--- src/rtl/plh_pkg.sv ---
// Shared types and constants of the pointer location hash table.
// No dependencies.
package plh_pkg;

  localparam int KEY_W   = 64;
  localparam int SIZE_W  = 48;
  localparam int DEV_W   = 8;
  localparam int COUNT_W = 32;

  localparam logic [26:0] HASH_MUL = 27'h45d9f3b;

  localparam logic [2:0] OP_REG   = 3'd0;
  localparam logic [2:0] OP_UNREG = 3'd1;
  localparam logic [2:0] OP_QUERY = 3'd2;
  localparam logic [2:0] OP_REC   = 3'd3;
  localparam logic [2:0] OP_PF    = 3'd4;
  localparam logic [2:0] OP_CLR   = 3'd5;

  localparam logic [DEV_W-1:0] DEV_HOST = 8'hFF;

  typedef struct packed {
    logic               valid;
    logic [KEY_W-1:0]   key;
    logic [SIZE_W-1:0]  size;
    logic [DEV_W-1:0]   device;
    logic [1:0]         flags;
    logic [COUNT_W-1:0] count;
  } entry_t;

endpackage

--- src/rtl/plh_hash.sv ---
// Multi-cycle double xor-shift multiply hash of a 64-bit key to a bucket.
// Depends on plh_pkg; one shared 32x27 multiplier.
module plh_hash import plh_pkg::*; #(
  parameter int IDX_W = 12
) (
  input  logic             clk,
  input  logic             rst_n,
  input  logic             go,
  input  logic [KEY_W-1:0] key,
  output logic             done,
  output logic [IDX_W-1:0] bucket
);

  localparam logic [1:0] H_IDLE = 2'd0;
  localparam logic [1:0] H_LO   = 2'd1;
  localparam logic [1:0] H_HI   = 2'd2;

  logic [1:0]       st_r, st_nxt;
  logic             round_r, round_nxt;
  logic             done_r, done_nxt;
  logic [KEY_W-1:0] x_r, x_nxt;
  logic [KEY_W-1:0] lo_r, lo_nxt;
  logic [IDX_W-1:0] bucket_r, bucket_nxt;
  logic [31:0]      mul_a;
  logic [58:0]      prod;
  logic [KEY_W-1:0] acc;
  logic [KEY_W-1:0] mix;

  assign mul_a = (st_r == H_LO) ? x_r[31:0] : x_r[63:32];
  assign prod  = 59'(mul_a) * 59'(HASH_MUL);
  assign acc   = lo_r + {prod[31:0], 32'd0};
  assign mix   = (acc >> 16) ^ acc;

  always_comb begin
    st_nxt     = st_r;
    round_nxt  = round_r;
    done_nxt   = 1'b0;
    x_nxt      = x_r;
    lo_nxt     = lo_r;
    bucket_nxt = bucket_r;
    case (st_r)
      H_IDLE: begin
        if (go) begin
          x_nxt     = (key >> 16) ^ key;
          round_nxt = 1'b0;
          st_nxt    = H_LO;
        end
      end
      H_LO: begin
        lo_nxt = {5'd0, prod};
        st_nxt = H_HI;
      end
      H_HI: begin
        if (!round_r) begin
          x_nxt     = mix;
          round_nxt = 1'b1;
          st_nxt    = H_LO;
        end else begin
          bucket_nxt = mix[IDX_W-1:0];
          done_nxt   = 1'b1;
          st_nxt     = H_IDLE;
        end
      end
      default: st_nxt = H_IDLE;
    endcase
  end

  always_ff @(posedge clk) begin
    if (!rst_n) begin
      st_r   <= H_IDLE;
      done_r <= 1'b0;
    end else begin
      st_r   <= st_nxt;
      done_r <= done_nxt;
    end
    round_r  <= round_nxt;
    x_r      <= x_nxt;
    lo_r     <= lo_nxt;
    bucket_r <= bucket_nxt;
  end

  assign done   = done_r;
  assign bucket = bucket_r;

endmodule

--- config.mk ---
export PLATFORM = sky130hd
export DESIGN_NAME = plh_hash
export DESIGN_NICKNAME = d
export VERILOG_FILES = /design/src/rtl/plh_pkg.sv /design/src/rtl/plh_hash.sv
export SDC_FILE = /design/constraint.sdc
export NUM_CORES = 1
export LEC_CHECK = 0
export BUFFER_PORTS_ARGS = -buffer_cell sky130_fd_sc_hd__buf_2
export CAP_MARGIN = 20
export CORE_AREA = 2 2 257 259
export CTS_CLUSTER_DIAMETER = 150
export DETAILED_ROUTE_END_ITERATION = 6
export DIE_AREA = 0 0 259 261
export SYNTH_ARGS = -nofsm -noshare
export SYNTH_HDL_FRONTEND = slang
export SYNTH_SLANG_ARGS = --single-unit
export TNS_END_PERCENT = 10
--- constraint.sdc ---
create_clock -name clk -period 14.3 [get_ports clk]
set_clock_uncertainty 0.1 [all_clocks]
set_input_delay 2.86 -clock clk [delete_from_list [all_inputs] [get_ports clk]]
set_output_delay 2.86 -clock clk [all_outputs]
set_load 0.03 [all_outputs]
# Word level (Yosys, flattened, before mapping)
# Index checks and enable logic that the tools add are counted.
op_classes:
  mux: 10
  eq_ne: 4
  magnitude_cmp: 0
  n_mul: 1
  addsub: 1
  n_bitwise: 2
  shifts: 0
  n_reduce_logical: 6
  div: 0
ops:
  columns: ["cell", "count"]
  rows:
  - ["64-bit 2-to-1 mux", 2]
  - ["64-bit one-hot mux with 2 select lines", 1]
  - ["48-bit by 64-bit XOR with 64-bit output", 2]
  - ["59-bit by 64-bit adder with 64-bit output", 1]
  - ["32-bit by 27-bit multiplier with 59-bit output (second input constant)", 1]
  - ["32-bit 2-to-1 mux", 1]
  - ["2-bit one-hot mux with 3 select lines", 1]
  - ["2-bit AND reduction", 3]
  - ["2-bit inequality test (second input constant)", 2]
  - ["1-bit 2-to-1 mux", 3]
  - ["3-bit AND reduction", 1]
  - ["2-bit by 1-bit == test with 1-bit output (second input constant)", 1]
  - ["2-bit == test (second input constant)", 1]
  - ["2-bit zero test", 1]
  - ["2-bit 2-to-1 mux", 1]
  - ["1-bit one-hot mux with 2 select lines", 1]
  - ["2-bit nonzero test", 1]
totals:
  mem_bits_ro: 0
  n_memories: 0
  elab_cells: 30
  latchBits: 0
  ff_bits: 139
  in_bits: 67
  output_inout_bits: 13
  ram_bits: 0

# Logic depth before layout (Yosys ltp)
# Gate-level depths: netlist of the first run.
depth:
  depth_word: 7
  mapped_depth: 36
  ltp_nobuf: 34

# Worst setup path before layout of the first run
# OpenSTA, ideal clock, no wires.
synth_timing:
  kind: "register to register"
  start: "register st_r[0]"
  end: "register x_r[47], data pin"
  slack_ns: 3.390
  required_time_ns: 13.940
  arrival_ns: 10.551
  path_buffers: 4
  stages_incl_launch_ff: 34
  period_less_slack_ns: 10.910
  setup_ns: 0.260
  cell_sequence: "dfxtp_1 -> nor2b_1 -> clkbuf_1 -> clkbuf_1 -> buf_1 -> mux2i_1 -> inv_1 -> ha_1 -> fa_1 -> inv_1 -> fa_1 -> inv_1 -> fa_1 -> fa_1 -> inv_1 -> fa_1 -> inv_1 -> ha_1 -> or3_1 -> o211ai_1 -> nand2_1 -> a21o_1 -> a21oi_1 -> xnor2_1 -> ha_1 -> clkbuf_1 -> a2111oi_0 -> a21bo_2 -> o211ai_1 -> o2bb2ai_1 -> o41a_1 -> nor4b_2 -> xnor3_1 -> mux2_2"
synth_between:
  elab_chain_len: 7
  word_cells_on_any_way: 9
  classes_between: "add/sub: 1; mul: 1; eq/ne: 2; mux: 3; bitwise: 1; reduce/logical: 1"
synth_rtl:
  columns: ["element", "line", "source"]
  rows:
  - ["from (decl)", "plh_hash.sv:18", "logic [1:0] st_r, st_nxt;"]
  - ["from (signal assigned)", "plh_hash.sv:73", "st_r <= st_nxt;"]
  - ["2-bit by 1-bit == test with 1-bit output", "plh_hash.sv:29", "assign mul_a = (st_r == H_LO) ? x_r[31:0] : x_r[63:32];"]
  - ["32-bit 2-to-1 mux", "plh_hash.sv:29", null]
  - ["32-bit by 27-bit multiplier with 59-bit output", "plh_hash.sv:30", "assign prod = 59'(mul_a) * 59'(HASH_MUL);"]
  - ["via prod[18]", "plh_hash.sv:25", "logic [58:0] prod;"]
  - ["59-bit by 64-bit adder with 64-bit output", "plh_hash.sv:31", "assign acc = lo_r + {prod[31:0], 32'd0};"]
  - ["48-bit by 64-bit XOR with 64-bit output", "plh_hash.sv:32", "assign mix = (acc >> 16) ^ acc;"]
  - ["64-bit 2-to-1 mux", "plh_hash.sv:54", "if (!round_r) begin"]
  - ["64-bit one-hot mux with 2 select lines", "plh_hash.sv:41", "case (st_r)"]
  - ["via x_nxt[47]", "plh_hash.sv:21", "logic [KEY_W-1:0] x_r, x_nxt;"]
  - ["to (signal assigned)", "plh_hash.sv:77", "x_r <= x_nxt;"]
  - ["to (decl)", "plh_hash.sv:21", null]
# The timed path passes the listed nets, and every way through them passes these cells. The select of a mux whose other input is x is not followed.
# A chain may end at the register's enable or synchronous reset.

# Worst setup path in the final report of the first run
# Ends and elaborated chain as after synthesis.

==> results.json, run 1 <==
{
  "status": "complete, no violations",
  "ios": 80,
  "fillers": 6423,
  "worstHoldEndpoint": "bucket[8]$_DFFE_PP_",
  "synthTopCellsByCount": "inv_1, fa_1, ha_1",
  "synth_area_per_cell_um2": 10.2,
  "nNetsFinal": 3102,
  "critPathMostFrequentCell": "inv_1",
  "drive_gt1_frac": 0.0642,
  "min_from": "lo_r[8]$_DFFE_PP_",
  "die_h_um": 261,
  "worst_hold_path.num_cells": 1,
  "critPathMaxFanout": 43,
  "synth_nets": 3028,
  "ant_nets": 0,
  "met3_length_um": 3180,
  "synth_warnings": 0,
  "syn_inst": 2280,
  "maxClockFrequency_mhz": 89.9,
  "grt_pass1_wl_um": 104000,
  "wl_met1_um": 29700,
  "die_x_um": 259,
  "antenna_found_initial": 0,
  "r2r_slack_ps": 3180,
  "drt-vias-per-instance": 4.98,
  "reg2reg_depth": 32,
  "cts_tree": "done",
  "syn_to_final_growth_pct": 9.23,
  "drt_iter0_drc": 1153,
  "insertion_delay_ps": 420,
  "cp-start-kind": "register",
  "clock_path_buffers": 2,
  "top_layer_used": "met4",
  "start_util": 0.356,
  "crit_arrival_ps": 11200,
  "multiInputGateArea_um2": 16500,
  "via_count": 16100,
  "fin_crit_ps": 11120,
  "setup_tns_ps": 0,
  "gp_congestion": 0.955,
  "relSlewSlack": 0.297,
  "worst_pin_slew_ps": 1020,
  "setup_viol": 0,
  "row_count": 94,
  "synth_top_cell_by_area": "fa_1",
  "finalWirelength_um": 67700,
  "synthArstFlopShare": 0,
  "yosysUniqueCellTypes": 73,
  "diodes": 0,
  "critPathKind": "reg2reg",
  "dp_hpwl_um": 59500,
  "drv_cap": 0,
  "routed-wl-met2_um": 32700,
  "port_buffers": 79,
  "cts_root_buffer": "clkbuf_16",
  "dieArea_um2": 67600,
  "overflow": 0,
  "ys_ff_latch": 139,
  "grt_max_degree": 86,
  "drt_pass1_iterations": 5,
  "worst_path_max_delay_cell": "mux2i_1",
  "synth.top_cell.area_share": 0.320,
  "cp.required_ps": 14380,
  "grt_setup_unrepaired": "no",
  "slew_violations": 0,
  "grt_usage": 0.207,
  "worst_r2r_endpoint": "x_r[47]$_DFFE_PP_",
  "period_share": 0.777,
  "synth_edf_count": 136,
  "hold_path_class": "reg2reg",
  "cts_resized": 0,
  "wire_per_inst_um": 21.0,
  "slowest_delay_ps": 820,
  "cts.sinks": 139,
  "ctsHtreeMaxLevel": 4,
  "synth.top_cells.by_area": "fa_1, edfxtp_1, ha_1, inv_1, xnor2_1",
  "netlist_area_um2": 23200,
  "grt_pass1_vias": 17500,
  "core_area_um2": 65000,
  "path_clk_slew_ps": 60,
  "cp-end-kind": "register",
  "final_hold_viol_count": 0,
  "synth_ff_type": "edfxtp_1",
  "drc": 0,
  "r2r-start": "st_r[0]$_SDFFE_PN0P_",
  "cts_setup_buffers": 0,
  "cts_buffers": 17,
  "yosysMostFrequentCell": "inv_1",
  "seqCellArea_um2": 4140,
  "synth-seq-area-share": 0.179,
  "cts_hold_buf": 0
}
## layer usage
metal / global-route usage / up-vias
met3: 0.0262 / 93
met1: 0.278 / 8168
li1: - / 7369
met4: 0.0594 / 0
met5: 0 / -
met2: 0.350 / 458
## worst max-delay path by stage
stage	from	to	slack [ps]	cells after the start
after floorplan	st_r[0]$_SDFFE_PN0P_	x_r[47]$_DFFE_PP_	3390	33
after global placement	st_r[0]$_SDFFE_PN0P_	x_r[47]$_DFFE_PP_	3300	32
after detailed placement	st_r[0]$_SDFFE_PN0P_	x_r[47]$_DFFE_PP_	3200	32
after CTS	st_r[0]$_SDFFE_PN0P_	x_r[47]$_DFFE_PP_	3160	32
after global routing	st_r[0]$_SDFFE_PN0P_	x_r[47]$_DFFE_PP_	2520	32
final	st_r[0]$_SDFFE_PN0P_	x_r[47]$_DFFE_PP_	3180	32
## registers in the layout, indices dropped and copies added, names as in the netlist
signal and flops:
x_r 64, lo_r 59, bucket 12, st_r 2, done 1, round_r 1
## final cells by class
cell class                      count  share of cell area
Clock buffer                       21              0.0186
Tap cell                          864              0.0427
Sequential cell                   139               0.164
Inverter                          631              0.0936
Timing Repair Buffer               88              0.0183
Multi-Input combinational cell   1477               0.654
Clock inverter                     11             0.00944
## per-stage QoR
| step | setup slack [ps] | hold WS [ps] | area (um^2) | std cells | utilization |
|---|---|---|---|---|---|
| 2_1_floorplan | 3390 | 387 | 23200 | 2280 | - |
| 3_3_place_gp | 3300 | 482 | 24600 | 3198 | 0.378 |
| 3_5_place_dp | 3200 | 489 | 24600 | 3199 | 0.378 |
| 4_1_cts | 3160 | 499 | 25300 | 3231 | 0.389 |
| 5_1_grt | 2520 | 513 | 25300 | 3231 | 0.389 |
| 6_report | 3180 | 492 | 25300 | 3231 | 0.389 |
## layout by cell type, fill, tap and decap left out, drive strengths merged, types with 6 or more instances in the layout
master	n
nor2b	6
bufinv	7
nand3	21
nand2	112
a31oi	9
nand4	8
o211ai	8
o21ai	100
a21o	33
o21bai	17
fa	370
and3	10
a211oi	10
ha	311
or2	6
nand2b	10
xnor2	88
inv	631
xor2	81
mux2	10
mux2i	26
a21oi	74
edfxtp	136
clkbuf	21
o21a	7
nor2	61
nor3	20
buf	88
and2	7
## cells by family after synthesis
logic type,count (synthesis),share of synthesized area
mux,36,0.0161
compound gates,309,0.0844
simple gates,278,0.0563
flops,139,0.179
xor+xnor,173,0.0685
fa+ha+maj,681,0.488
buf+inv,664,0.108
## critical path, delay by kind of cell, from the launching register on
family / cells / cell delay, ps
multiplexers: 2 / 1080
XOR/XNOR: 2 / 410
buffers and inverters: 7 / 1480
AND/OR/NAND/NOR: 4 / 1550
AO/OA/AOI/OAI: 9 / 2020
adder cells (fa/ha/maj): 8 / 3760
flip-flops: 1 / 410
Power of run 1 is left out: the tool's default activity adds up to more than one toggle a clock period on the data nets, which glitch-free logic cannot reach.
==> run 2: changes to the inputs <==
==> constraint.sdc (replaced) <==
create_clock -name clk -period 10.5 [get_ports clk]
set_clock_uncertainty 0.1 [all_clocks]
set_input_delay 2.1 -clock clk [delete_from_list [all_inputs] [get_ports clk]]
set_output_delay 2.1 -clock clk [all_outputs]
set_load 0.03 [all_outputs]
==> run 2 against run 1 <==
Net effect:
- sequential share of layout area hardly changed
- maximum frequency rose by 11%
- clock-buffer cell count is 2 lower
- via count barely moved
- utilization hardly changed
- non-clock buffer count is 13 higher
- critical endpoint unchanged
==> results.json, run 2 (same netlist as run 1, synthesis figures left out) <==
{
  "grt_pass1_wl_um": 106000,
  "insertion_delay_ps": 440,
  "overflow": 0,
  "dieArea_um2": 67600,
  "antenna_found_initial": 2,
  "status": "complete, no violations",
  "row_count": 94,
  "critPathMaxFanout": 55,
  "final_common_cell": "inv_1",
  "worst_path_max_delay_cell": "fa_1",
  "worst_hold_path.num_cells": 1,
  "holdWs_ps": 504,
  "via_count": 16100,
  "setup_tns_ps": 0,
  "drt_pass1_iterations": 6,
  "ant_nets": 0,
  "start_util": 0.356,
  "drt-vias-per-instance": 4.95,
  "cts_hold_buf": 0,
  "worst_pin_slew_ps": 947,
  "slew_violations": 0,
  "cts_root_buffer": "clkbuf_16",
  "crit_arrival_ps": 10070,
  "fillers": 6416,
  "slowest_delay_ps": 590,
  "drv_cap": 0,
  "final_cell_mix": "inv_1, fa_1, ha_1",
  "setup_viol": 0,
  "cts.sinks": 139,
  "die_h_um": 261,
  "gp_congestion": 0.977,
  "r2r_slack_ps": 520,
  "ctsHtreeMaxLevel": 4,
  "path_clk_slew_ps": 70,
  "relSlewSlack": 0.368,
  "cts_tree": "done",
  "dp_hpwl_um": 62100,
  "min_from": "lo_r[9]$_DFFE_PP_",
  "regMostFlops": "x_r",
  "finalWirelength_um": 69300,
  "ios": 80,
  "cp-start-kind": "register",
  "cp-end-kind": "register",
  "core_area_um2": 65000,
  "worst_r2r_endpoint": "x_r[47]$_DFFE_PP_",
  "grt_pass1_vias": 17200,
  "drive_gt1_frac": 0.0697,
  "grt_max_degree": 66,
  "r2r-start": "st_r[0]$_SDFFE_PN0P_",
  "clock_path_buffers": 2,
  "port_buffers": 79,
  "fin_crit_ps": 9980,
  "drt_iter0_drc": 1223,
  "grt_setup_unrepaired": "no",
  "largest_register_ffs": 64,
  "grt_usage": 0.212,
  "maxClockFrequency_mhz": 100,
  "critPathMostFrequentCell": "fa_1",
  "critPathKind": "reg2reg",
  "drc": 0,
  "reg2reg_depth": 27,
  "syn_to_final_growth_pct": 9.33,
  "nNetsFinal": 3115,
  "hold_path_class": "reg2reg",
  "period_share": 0.951,
  "worstHoldEndpoint": "bucket[9]$_DFFE_PP_",
  "die_x_um": 259,
  "fin_util": 0.389,
  "wire_per_inst_um": 21.4,
  "final_hold_viol_count": 0,
  "cp.required_ps": 10590,
  "cts_buffers": 17
}
-- run 2: cell types whose count changed in the layout (fill, tap and decap cells not counted), moves of 2 or more --
| cell | change |
|---|---|
| bufinv_16 | -4 |
| clkinv_4 | +2 |
| clkbuf_8 | -3 |
| inv_6 | +3 |
| buf_4 | +12 |
-- run 2: how the worst max path moves through the flow --
stage | start | end | slack, ps
after detailed placement | st_r[0]$_SDFFE_PN0P_ | x_r[42]$_DFFE_PP_ | 420
after global routing | st_r[0]$_SDFFE_PN0P_ | x_r[47]$_DFFE_PP_ | 8
final | st_r[0]$_SDFFE_PN0P_ | x_r[47]$_DFFE_PP_ | 520
after floorplan | st_r[0]$_SDFFE_PN0P_ | x_r[47]$_DFFE_PP_ | 530
after CTS | st_r[0]$_SDFFE_PN0P_ | x_r[42]$_DFFE_PP_ | 410
after global placement | st_r[0]$_SDFFE_PN0P_ | x_r[42]$_DFFE_PP_ | 680
-- run 2: through the flow --
stage	cell area (um^2)	instances	setup WS, ps
global placement	24700	3212	684
CTS	25300	3244	412
floorplan	23200	2280	534
detailed placement	24700	3212	422
global route	25300	3244	7.87
finish	25300	3245	517
-- run 2: area by class of cell --
cell class / instances / area, um^2 / share of cell area
Tap cell: 864 / 1080 / 0.0427
Multi-Input combinational cell: 1477 / 16600 / 0.654
Timing Repair Buffer: 101 / 573 / 0.0226
Antenna cell: 1 / 2.50 / 0.0000988
Clock inverter: 13 / 168 / 0.00662
Sequential cell: 139 / 4140 / 0.164
Inverter: 631 / 2370 / 0.0935
Clock buffer: 19 / 433 / 0.0171
-- run 2: per-layer routing --
layer | GRT usage | routed length (um) | vias to the layer above | part of all wire
met3 | 0.0166 | 3220 | 63 | 0.046
met2 | 0.359 | 33500 | 415 | 0.48
met5 | 0 | 0 | - | 0
li1 | - | - | 7398 | -
met4 | 0.0581 | 1930 | 0 | 0.028
met1 | 0.294 | 30600 | 8198 | 0.44
-- run 2: critical path: cells and delay by family (launching register included) --
family          cells  cell delay (ps)
fa+ha+maj           8             3880
compound gates      4              950
buf+inv             4              800
mux                 2              640
xor+xnor            2              850
flops               1              410
simple gates        7             2000
-- run 2: repair_timing --
item | CTS | global route
gates resized for setup | 0 | 4
setup buffers | 0 | 0
endpoints found under the setup margin | 0 | 10
Power of run 2 is left out for the same reason.
