File: config.mk
export PLATFORM = sky130hd
export DESIGN_NAME = plh_ram
export DESIGN_NICKNAME = d
export VERILOG_FILES = /design/src/rtl/plh_ram.sv
export SDC_FILE = /design/constraint.sdc
export NUM_CORES = 1
export LEC_CHECK = 0
export BUFFER_PORTS_ARGS = -buffer_cell sky130_fd_sc_hd__buf_2
export CAP_MARGIN = 5
export CORE_MARGIN = 4
export CORE_UTILIZATION = 40
export CTS_CLUSTER_SIZE = 16
export DETAILED_ROUTE_END_ITERATION = 10
export PLACE_DENSITY = 0.59
export SLEW_MARGIN = 30
export SYNTH_ARGS = -nofsm -noshare
export SYNTH_HDL_FRONTEND = slang
export SYNTH_SLANG_ARGS = --single-unit
File: constraint.sdc
create_clock -name clk -period 1.9 [get_ports clk]
set_clock_uncertainty 0.1 [all_clocks]
set_input_delay 0.095 -clock clk [delete_from_list [all_inputs] [get_ports clk]]
set_output_delay 0.095 -clock clk [all_outputs]
set_load 0.01 [all_outputs]
File: src/rtl/plh_ram.sv
// Generic single-write, single-read synchronous RAM with registered read.
// No dependencies.
module plh_ram #(
  parameter int WIDTH = 8,
  parameter int DEPTH = 16
) (
  input  logic                     clk,
  input  logic                     wr_en,
  input  logic [$clog2(DEPTH)-1:0] wr_addr,
  input  logic [WIDTH-1:0]         wr_data,
  input  logic                     rd_en,
  input  logic [$clog2(DEPTH)-1:0] rd_addr,
  output logic [WIDTH-1:0]         rd_data
);

  logic [WIDTH-1:0] mem [DEPTH];

  always_ff @(posedge clk) begin
    if (wr_en) begin
      mem[wr_addr] <= wr_data;
    end
    if (rd_en) begin
      rd_data <= mem[rd_addr];
    end
  end

endmodule

==> Word-level counts from Yosys, hierarchy flattened <==
Memory sizes are Yosys's and may differ from the RTL's. A register that Yosys moved wholly into a read port is not among the register bits.
Index checks and enable logic that the tools add are counted.
{ "op_classes": {"n_div": 0, "n_reduce_logical": 0, "order_cmp": 0, "bitwise": 0, "n_eq_ne": 0, "muxes": 2, "n_addsub": 0, "shift": 0, "multipliers": 0} }
{ "op_table": {"columns": ["cell", "count"], "rows": [
  ["$mux 1", 2]
]} }
{ "totals": {"regBits": 0, "latch_bits": 0, "ramBits": 128, "out_inout_bits": 8, "romBits": 0, "memories": 1} }
{ "memory_table": {"columns": ["name", "depth", "word_bits", "read_ports", "rd_ports_with_merged_regs", "write_ports", "line_no", "text"], "rows": [
  ["mem", 16, 8, 1, 1, 1, "16", "logic [WIDTH-1:0] mem [DEPTH];"]
]} }

==> Longest topological paths before layout <==
Gate-level depths: netlist of run 1.
{ "depth": {"word_depth": 2, "depth_mapped": 5, "ltp_nobuf": 3} }

==> Least setup slack after synthesis of run 1 <==
No wires, ideal clock.
{ "synth_path": {"path_type": "input -> register", "start": "in wr_addr[2]", "end": "mem mem[0][0] (enable)", "arrival_ns": 1.205, "setup_time_ns": 0.383, "cell_stages": 2, "path_slack_ns": 0.212, "cell_sequence": "or3b_2 -> nor3_1"} }
{ "synth_rtl": {"columns": ["item", "line_no", "text"], "rows": [
  ["start, declared", "9", "input logic [$clog2(DEPTH)-1:0] wr_addr,"],
  ["end, declared", "16", null]
]} }
No word-level cell before the write port.

==> results.toml, run 1 <==
[worst_setup_path]
critPathBufInv = 0
cp.required_ns = 1.95
peak_per_stage_delay_on_the_critical_path_ns = 0.49
timing_worst_setup_path_type = "register to register"
critical_path.startpoint_type = "register"
r2r.worst_path.cells = 3
critical_path.cell_chain = "mux4_1, a22oi_1, nand2_1"
end_kind = "register"
critical-path-slowest-cell = "sky130_fd_sc_hd__mux4_1"
worst_r2r_endpoint = "rd_data[5]$_DFFE_PP_"
r2r-start = "mem[0][5]$_DFFE_PP_"
worstPathArrival_ns = 1.68
cpLargestDelayFamily = "multiplexers"
ff2ff_setup_slack_ns = 0.27
largest_fanout_on_the_critical_path = 1

[layout]
final_cells = 481
nFillCells = 1091
final_layout_size_suffix_gt1_frac = 0.324
area.growth.synth_to_final_pct = 22.5
insertedDiodeCount = 0
fin_nets = 315
post-route-util = 0.503

[pwr]
areal_power_density_over_the_cells_nw_per_um2 = 1120
power_leakage_nw = 2.16
post-layout-total-power_mw = 7.14
power.ir.vdd_worst_mv = 0.599

[clocking]
tritoncts = "yes"
cts_max_path_buffers = 2
cts_hold_repair.buffers = 9
later_pin_clock_latency_in_the_skew_report_ns = 0.41
clkSinkCount = 136
cts_made_buffers = 17
post_cts_resized = 0
clock-root-buffer = "sky130_fd_sc_hd__clkbuf_16"
ctsHtreeMaxLevel = 4
setup_fix_buffers_added_after_clock_tree_synthesis = 0
clk_pin_slew_worst_paths_ns = 0.06

[die]
initial_core_util = 0.411
num_io_pins = 27
dieHeight_um = 122
core_region_area_sq_um = 12700
floorplan.die_area_sq_um = 15000
fp.dieW_um = 122
num_rows = 41

[yosys]
syn_inst = 229
ys_types = 18
synth_area_leader_cell = "sky130_fd_sc_hd__edfxtp_1"
synth_xor_area_frac = 0
synthesis.nets = 248
synth_fa_ha_area_frac = 0
synth-seq-area-share = 0.781
dominant_combinational_cell_family_by_area_after_synthesis = "multiplexers"
syn_std_cell_area_sq_um = 5230
synth.ff_latch_count = 136
synth_warnings = 0
synth_compound_gate_area_share = 0.0230
avgSynthCellArea_sq_um = 22.8
netlist_top_cells_area = "sky130_fd_sc_hd__edfxtp_1 78%, sky130_fd_sc_hd__mux4_2 7.8%, sky130_fd_sc_hd__mux4_1 7.0%"
yosysTopAreaCellShare = 0.781
synth_simple_gate_area_share = 0.0314
yosys-mux-area-fraction = 0.148

[route]
total_number_of_vias = 2433
wirelength_um = 9860
drt_drc_violations_left = 0
drtPass1Iterations = 4
dr.first_iter.drc_count = 196
viasPerCell = 5.06
drt.antenna.violating_nets = 0
routed_wire_length_per_instance_um = 20.5

[timing]
hold_viol = 0
min_period_ns = 1.63
max_freq_ghz = 0.613
max_slew_margin = 0.723
worst_pin_slew_ns = 0.416
rsz0062_at_grt = "false"
setup_violations = 0
share_of_the_clock_period_used_by_the_worst_path_after_layout = 0.859
final_max_slew_viol_count = 0
timing.final.ws_setup_ns = 0.268
tns_ns = 0

[placed_design]
placement.io_buffers = 26
detailedPlace.worstSlack_ns = 0.0638
globalplace.congestion = 0.730
dp_cells = 440
hpwlAfterDp_um = 6530

[global_routing]
grt_usage = 0.145
wire_length_of_the_first_global_routing_pass_um = 15300
initial_antenna_violation_count = 0
grt_pass1_vias = 2553
largest_net_degree_at_the_start_of_global_routing = 33
gr-total-overflow = 0

[min_path]
worstHoldStart = "wr_addr[0]"
worst_hold_path_type = "input pin to register"
hold_end = "mem[4][2]$_DFFE_PP_"
hold-path-cell-count = 3

[flow_run]
max_cap_violations = 0

[outcome]
run_status = "finished, final reports clean"
==> worst min-delay path: stages <==
cell and delay, ns:
sky130_fd_sc_hd__buf_2 0.14, sky130_fd_sc_hd__nor3_1 0.06, sky130_fd_sc_hd__buf_4 0.18
==> cells by family (layout without fill, tap and decap cells) <==
kind of cell	after synthesis	in the layout
flops	136	136
simple gates	35	35
mux	32	32
compound gates	16	16
buf+inv	10	90
==> cell type report <==
cell class / count / area (sq um) / share of cell area
flip-flops and latches: 136 / 4080 / 0.638
multi-input cells: 83 / 1060 / 0.165
clock buffers: 17 / 425 / 0.0665
repair buffers: 58 / 418 / 0.0653
well taps: 172 / 215 / 0.0336
clock inverters: 15 / 201 / 0.0315
==> metrics by stage <==
| stage | area, sq um | hold slack (ns) |
|---|---|---|
| 2_1_floorplan | 5230 | 0.0939 |
| 3_3_place_gp | 5680 | 0.368 |
| 3_5_place_dp | 5680 | 0.369 |
| 4_1_cts | 6400 | 0.126 |
| 5_1_grt | 6400 | 0.155 |
| 6_report | 6400 | 0.144 |
==> power by group <==
part / total [mW] / internal, mW / switching (mW) / leakage [nW]
Sequential: 3.40 / 3.38 / 0.0160 / 1.24
Clock: 3.41 / 2.19 / 1.22 / 0.287
Combinational: 0.331 / 0.150 / 0.181 / 0.640
==> cell usage in the layout (no fill, tap or decap), drive strengths merged, types with 4 or more instances in the layout <==
cell type	netlist	final
edfxtp	136	136
buf	7	49
mux4	32	32
clkbuf	0	17
a22oi	16	16
nor2	13	13
nand2	9	9
dlygate4sd3	0	9
clkinvlp	0	6
nor3	4	4
bufinv	0	4
clkinv	0	4
==> Yosys cell counts, drive strengths merged <==
| library cell | count |
|---|---|
| nand2 | 9 |
| clkdlybuf4s25 | 3 |
| nand2b | 2 |
| edfxtp | 136 |
| nor2 | 13 |
| mux4 | 32 |
| a22oi | 16 |
| buf | 7 |
| and2b | 1 |
| nand3 | 1 |
| nor3 | 4 |
| nand3b | 2 |
| or3b | 1 |
| and2 | 1 |
| nor2b | 1 |
==> per-layer routing <==
metal	wire, um	track usage	up-vias
met5	0	0	-
met4	204	0.0693	0
met3	319	0.0387	14
met2	4750	0.216	49
met1	4590	0.202	1258
li1	-	-	1112
==> how the worst max path moves through the flow <==
stage,slack (ns),cells after the start,end,startpoint
final,0.27,3,rd_data[5]$_DFFE_PP_,mem[0][5]$_DFFE_PP_
after global routing,0.20,3,rd_data[5]$_DFFE_PP_,mem[0][5]$_DFFE_PP_
after CTS,0.25,3,rd_data[1]$_DFFE_PP_,mem[5][1]$_DFFE_PP_
after detailed placement,0.06,5,rd_data[5]$_DFFE_PP_,rd_addr[0]
after global placement,0.04,5,rd_data[5]$_DFFE_PP_,rd_addr[0]
after floorplan,0.21,2,mem[0][0]$_DFFE_PP_,wr_addr[2]
==> flip-flops by register name, indices dropped and copies added, names as in the netlist <==
name,flops
mem,128
rd_data,8
(Power assumes the default switching activity.)
==> inputs of run 2 (changes only) <==
--- a/config.mk
+++ b/config.mk
@@ -5,13 +5,14 @@
 export SDC_FILE = /design/constraint.sdc
 export NUM_CORES = 1
 export LEC_CHECK = 0
+export ABC_CLOCK_PERIOD_IN_PS = 1500
 export BUFFER_PORTS_ARGS = -buffer_cell sky130_fd_sc_hd__buf_2
 export CAP_MARGIN = 5
 export CORE_MARGIN = 4
 export CORE_UTILIZATION = 40
 export CTS_CLUSTER_SIZE = 16
 export DETAILED_ROUTE_END_ITERATION = 10
-export PLACE_DENSITY = 0.59
+export PLACE_DENSITY = 0.61
 export SLEW_MARGIN = 30
 export SYNTH_ARGS = -nofsm -noshare
 export SYNTH_HDL_FRONTEND = slang
==> constraint.sdc (replaced) <==
create_clock -name clk -period 1.5 [get_ports clk]
set_clock_uncertainty 0.1 [all_clocks]
set_input_delay 0.075 -clock clk [delete_from_list [all_inputs] [get_ports clk]]
set_output_delay 0.075 -clock clk [all_outputs]
set_load 0.01 [all_outputs]
==> run 2 against run 1 <==
  * Non-clock buffer count up 1
  * Largest power group is now sequential cells
  * Maximum frequency up 7.9%
  * Total power up 24%
  * Cell count up 0.21%
  * Global-route usage up 0.30 points
  * The flow now finishes with violations (setup timing)
  * Sequential cell count unchanged
  * Combinational power up 39%
==> results.toml, run 2 (same netlist as run 1, synthesis figures left out) <==
[layout]
max_flop_register = "mem"
area.growth.synth_to_final_pct = 22.8
layout.cells.most_common = "sky130_fd_sc_hd__edfxtp_1"
nFillCells = 1064
insertedDiodeCount = 0
top_regs = "mem (128), rd_data (8)"
layout.cells.most_common_list = "136 x sky130_fd_sc_hd__edfxtp_1, 30 x sky130_fd_sc_hd__mux4_2, 26 x sky130_fd_sc_hd__buf_2"
final_layout_size_suffix_gt1_frac = 0.400
largest_register_ffs = 128
fin_nets = 316

[route]
routed_wire_length_per_instance_um = 21.0
drtPass1Iterations = 5
dr.first_iter.drc_count = 190
wirelength_um = 10100
total_number_of_vias = 2456
drt_drc_violations_left = 0
drt.antenna.violating_nets = 0
viasPerCell = 5.10

[pwr]
areal_power_density_over_the_cells_nw_per_um2 = 1380
p_switching_mw = 1.88
power_leakage_nw = 2.13
switching_part_of_the_total = 0.212
post-layout-total-power_mw = 8.85
p_clk_frac = 0.462
combPwrFrac = 0.052
internal-power_mw = 6.97
sequentialPowerShare = 0.486
power.ir.vdd_worst_mv = 0.702

[timing]
rsz0062_at_grt = "true"
timing.final.ws_setup_ns = -0.0123
hold_viol = 0
final_max_slew_viol_count = 0
min_period_ns = 1.51
tns_ns = -0.0123
max_freq_ghz = 0.661
max_slew_margin = 0.420
share_of_the_clock_period_used_by_the_worst_path_after_layout = 1.01
setup_violations = 1
worst_pin_slew_ns = 0.866

[clocking]
clock-root-buffer = "sky130_fd_sc_hd__clkbuf_16"
cts_made_buffers = 17
tritoncts = "yes"
clkSinkCount = 136
clk_pin_slew_worst_paths_ns = 0.06
setup_fix_buffers_added_after_clock_tree_synthesis = 0
later_pin_clock_latency_in_the_skew_report_ns = 0.41
cts_max_path_buffers = 2
ctsHtreeMaxLevel = 4

[die]
num_io_pins = 27
fp.dieW_um = 122
num_rows = 41
core_region_area_sq_um = 12700
dieHeight_um = 122
initial_core_util = 0.411
floorplan.die_area_sq_um = 15000

[global_routing]
wire_length_of_the_first_global_routing_pass_um = 15800
initial_antenna_violation_count = 0
largest_net_degree_at_the_start_of_global_routing = 17
grt_pass1_vias = 2623
gr-total-overflow = 0
grt_usage = 0.149

[worst_setup_path]
worst_r2r_endpoint = "rd_data[5]$_DFFE_PP_"
r2r-start = "mem[0][5]$_DFFE_PP_"
critical_path.startpoint_type = "register"
timing_worst_setup_path_type = "register to register"
ff2ff_setup_slack_ns = -0.01
r2r.worst_path.cells = 3
end_kind = "register"
largest_fanout_on_the_critical_path = 1
cp.required_ns = 1.55
worstPathArrival_ns = 1.56

[flow_run]
max_cap_violations = 0

[placed_design]
hpwlAfterDp_um = 6560
globalplace.congestion = 0.790
placement.io_buffers = 26

[min_path]
hold-path-cell-count = 3
worstHoldStart = "wr_addr[0]"
worst_hold_path_type = "input pin to register"
hold_end = "mem[0][6]$_DFFE_PP_"

[outcome]
failing_checks = "setup timing"
run_status = "finished, violations left"
==> run 2: worst max path at each step <==
stage	slack, ns	startpoint	endpoint
floorplan	0.04	rd_addr[0]	rd_data[1]$_DFFE_PP_
global placement	-0.21	rd_addr[0]	rd_data[0]$_DFFE_PP_
detailed placement	-0.23	rd_addr[0]	rd_data[4]$_DFFE_PP_
CTS	-0.02	mem[0][5]$_DFFE_PP_	rd_data[5]$_DFFE_PP_
global route	-0.07	mem[0][5]$_DFFE_PP_	rd_data[5]$_DFFE_PP_
finish	-0.01	mem[0][5]$_DFFE_PP_	rd_data[5]$_DFFE_PP_
==> run 2: layout make-up <==
| class | count | area, sq um | share of cell area |
|---|---|---|---|
| clock buffers | 17 | 425 | 0.0663 |
| clock inverters | 15 | 166 | 0.0259 |
| multi-input cells | 83 | 1070 | 0.166 |
| flip-flops and latches | 136 | 4080 | 0.636 |
| well taps | 172 | 215 | 0.0335 |
| repair buffers | 59 | 463 | 0.0721 |
==> run 2: through the flow <==
step | area (sq um) | setup slack [ns] | hold slack [ns] | utilization | cells
CTS | 6410 | -0.0191 | 0.127 | 0.504 | 482
detailed placement | 5730 | -0.226 | 0.358 | 0.451 | 441
finish | 6420 | -0.0123 | 0.139 | 0.505 | 482
floorplan | 5230 | 0.0426 | 0.0739 | - | 229
global route | 6420 | -0.0701 | 0.142 | 0.505 | 482
global placement | 5730 | -0.209 | 0.360 | 0.451 | 441
==> run 2: power by group through the flow <==
stage          clock network (mW)  registers, mW  logic [mW]
4_1_cts                      4.17           4.31       0.466
3_5_place_dp                    0           4.38       0.424
2_1_floorplan                   0           4.39       0.216
3_3_place_gp                    0           4.38       0.415
5_1_grt                      4.35           4.31       0.500
6_report                     4.09           4.30       0.459
==> run 2: routing by layer <==
| layer | track usage | up-vias | wire length (um) |
|---|---|---|---|
| met5 | 0 | - | 0 |
| met2 | 0.229 | 61 | 4880 |
| met4 | 0.0483 | 0 | 113 |
| li1 | - | 1109 | - |
| met1 | 0.208 | 1279 | 4720 |
| met3 | 0.0387 | 7 | 421 |
==> run 2: critical path, stage by stage (launching register included) <==
cell and delay (ns):
sky130_fd_sc_hd__edfxtp_1 0.38, sky130_fd_sc_hd__mux4_2 0.48, sky130_fd_sc_hd__a22oi_2 0.20, sky130_fd_sc_hd__nand2_1 0.10
==> run 2: timing repair <==
item                       in CTS  in global routing
hold endpoints to repair      136                  0
gates resized for setup        20                  2
setup endpoints to repair       8                  6
hold buffers                    9                  0
pin swaps                       7                  9
==> inputs of run 3 (changes only) <==
--- a/config.mk
+++ b/config.mk
@@ -5,14 +5,14 @@
 export SDC_FILE = /design/constraint.sdc
 export NUM_CORES = 1
 export LEC_CHECK = 0
-export ABC_CLOCK_PERIOD_IN_PS = 1500
+export ABC_CLOCK_PERIOD_IN_PS = 1700
 export BUFFER_PORTS_ARGS = -buffer_cell sky130_fd_sc_hd__buf_2
 export CAP_MARGIN = 5
 export CORE_MARGIN = 4
 export CORE_UTILIZATION = 40
 export CTS_CLUSTER_SIZE = 16
 export DETAILED_ROUTE_END_ITERATION = 10
-export PLACE_DENSITY = 0.61
+export PLACE_DENSITY = 0.59
 export SLEW_MARGIN = 30
 export SYNTH_ARGS = -nofsm -noshare
 export SYNTH_HDL_FRONTEND = slang
==> constraint.sdc (replaced) <==
create_clock -name clk -period 1.7 [get_ports clk]
set_clock_uncertainty 0.1 [all_clocks]
set_input_delay 0.085 -clock clk [delete_from_list [all_inputs] [get_ports clk]]
set_output_delay 0.085 -clock clk [all_outputs]
set_load 0.01 [all_outputs]
==> run 3 against run 2 <==
  * Register-to-register slack better by 0.09 ns
  * Hold slack better by 0.023 ns
  * Cell count rose by 0.21%
  * Non-clock buffer count is 1 higher
  * The run now ends clean
  * Worst setup slack improved by 0.088 ns
  * Core utilization barely moved
  * Combinational power is 17% lower
  * Final area is essentially flat
  * Routed wire length down 3.3%
  * Global-route usage decreased by 0.22 points
  * First-iteration DRC count shrank 9.5%
==> results.toml, run 3 (same netlist as run 1, synthesis figures left out) <==
[global_routing]
wire_length_of_the_first_global_routing_pass_um = 15400
gr-total-overflow = 0
grt_usage = 0.146
grt_pass1_vias = 2652
initial_antenna_violation_count = 0
largest_net_degree_at_the_start_of_global_routing = 21

[worst_setup_path]
r2r.worst_path.cells = 3
cp.required_ns = 1.75
largest_fanout_on_the_critical_path = 1
critical_path.startpoint_type = "register"
worstPathArrival_ns = 1.67
ff2ff_setup_slack_ns = 0.08
timing_worst_setup_path_type = "register to register"
end_kind = "register"

[die]
fp.dieW_um = 122
num_io_pins = 27
num_rows = 41
dieHeight_um = 122
core_region_area_sq_um = 12700
floorplan.die_area_sq_um = 15000
initial_core_util = 0.411

[pwr]
areal_power_density_over_the_cells_nw_per_um2 = 1230
power_leakage_nw = 2.17
power.ir.vdd_worst_mv = 0.647

[layout]
layout.cells.most_common = "sky130_fd_sc_hd__edfxtp_1"
max_flop_register = "mem"
insertedDiodeCount = 0
area.growth.synth_to_final_pct = 22.7
largest_register_ffs = 128
final_layout_size_suffix_gt1_frac = 0.315
final_cells = 483
top_regs = "mem (128), rd_data (8)"
layout.cells.most_common_list = "136 x sky130_fd_sc_hd__edfxtp_1, 26 x sky130_fd_sc_hd__buf_2, 22 x sky130_fd_sc_hd__buf_4"
fin_nets = 317

[timing]
worst_pin_slew_ns = 0.375
hold_viol = 0
final_max_slew_viol_count = 0
max_slew_margin = 0.750
fin_worst_hold_slack_ns = 0.163
tns_ns = 0
min_period_ns = 1.62
rsz0062_at_grt = "false"
setup_violations = 0
timing.final.ws_setup_ns = 0.0761
share_of_the_clock_period_used_by_the_worst_path_after_layout = 0.955
max_freq_ghz = 0.616

[placed_design]
globalplace.congestion = 0.708
placement.io_buffers = 26
hpwlAfterDp_um = 6460
detailedPlace.worstSlack_ns = -0.0777
dp_cells = 442

[route]
drt_drc_violations_left = 0
drtPass1Iterations = 4
routed_wire_length_per_instance_um = 20.3
drt.antenna.violating_nets = 0
dr.first_iter.drc_count = 172
total_number_of_vias = 2480
viasPerCell = 5.13
wirelength_um = 9800

[clocking]
cts_made_buffers = 17
post_cts_resized = 0
clk_pin_slew_worst_paths_ns = 0.06
clock-root-buffer = "sky130_fd_sc_hd__clkbuf_16"
clkSinkCount = 136
tritoncts = "yes"
ctsHtreeMaxLevel = 4
later_pin_clock_latency_in_the_skew_report_ns = 0.40
setup_fix_buffers_added_after_clock_tree_synthesis = 0
cts_max_path_buffers = 2

[flow_run]
max_cap_violations = 0

[min_path]
worst_hold_path_type = "input pin to register"
hold-path-cell-count = 3

[outcome]
run_status = "finished, final reports clean"
-- run 3: cell count changes in the layout (fill, tap and decap cells not counted), sizes merged --
cell / change
buf: +1
bufinv: +2
clkbuf: +3
clkinvlp: +1
inv: -6
-- run 3: metrics by stage --
step / util / instance area, sq um / power [mW]
after floorplan: - / 5230 / 4.06
after global placement: 0.449 / 5710 / 4.23
after detailed placement: 0.449 / 5710 / 4.24
after CTS: 0.504 / 6410 / 7.98
after global routing: 0.504 / 6410 / 8.19
final: 0.504 / 6410 / 7.90
-- run 3: worst paths after layout --
| path | startpoint | endpoint |
|---|---|---|
| worst min register to register | mem[14][4]$_DFFE_PP_ | rd_data[4]$_DFFE_PP_ |
| worst min-delay path | wr_addr[0] | mem[4][6]$_DFFE_PP_ |
| worst max register to register | mem[1][1]$_DFFE_PP_ | rd_data[1]$_DFFE_PP_ |
| worst max-delay path | mem[1][1]$_DFFE_PP_ | rd_data[1]$_DFFE_PP_ |
-- run 3: area by class of cell --
cell class / instances / area [sq um]
sequential: 136 / 4080
clock inverter: 12 / 176
multi-input combinational: 83 / 1060
clock buffer: 20 / 437
tap: 172 / 215
fill: 1041 / 6310
timing repair buffer: 60 / 445
-- run 3: what timing repair did --
item	CTS	global route
hold endpoints to repair	136	0
hold buffers	9	0
setup endpoints to repair	0	0
-- run 3: routing by layer --
layer / track usage / share of wire / vias to the layer above
li1: - / - / 1120
met1: 0.195 / 0.45 / 1284
met2: 0.232 / 0.49 / 66
met3: 0.0387 / 0.047 / 10
met4: 0.0567 / 0.013 / 0
met5: 0 / 0 / -
-- run 3: where the power goes --
part	internal (mW)	total, mW	switching [mW]
sequential	3.78	3.80	0.0163
clock	2.45	3.73	1.28
combinational	0.173	0.379	0.206
-- run 3: worst max-delay path, cell delays in order (launching register included) --
cell	delay [ns]
sky130_fd_sc_hd__edfxtp_1	0.35
sky130_fd_sc_hd__mux4_1	0.51
sky130_fd_sc_hd__a22oi_1	0.29
sky130_fd_sc_hd__nand2_1	0.11
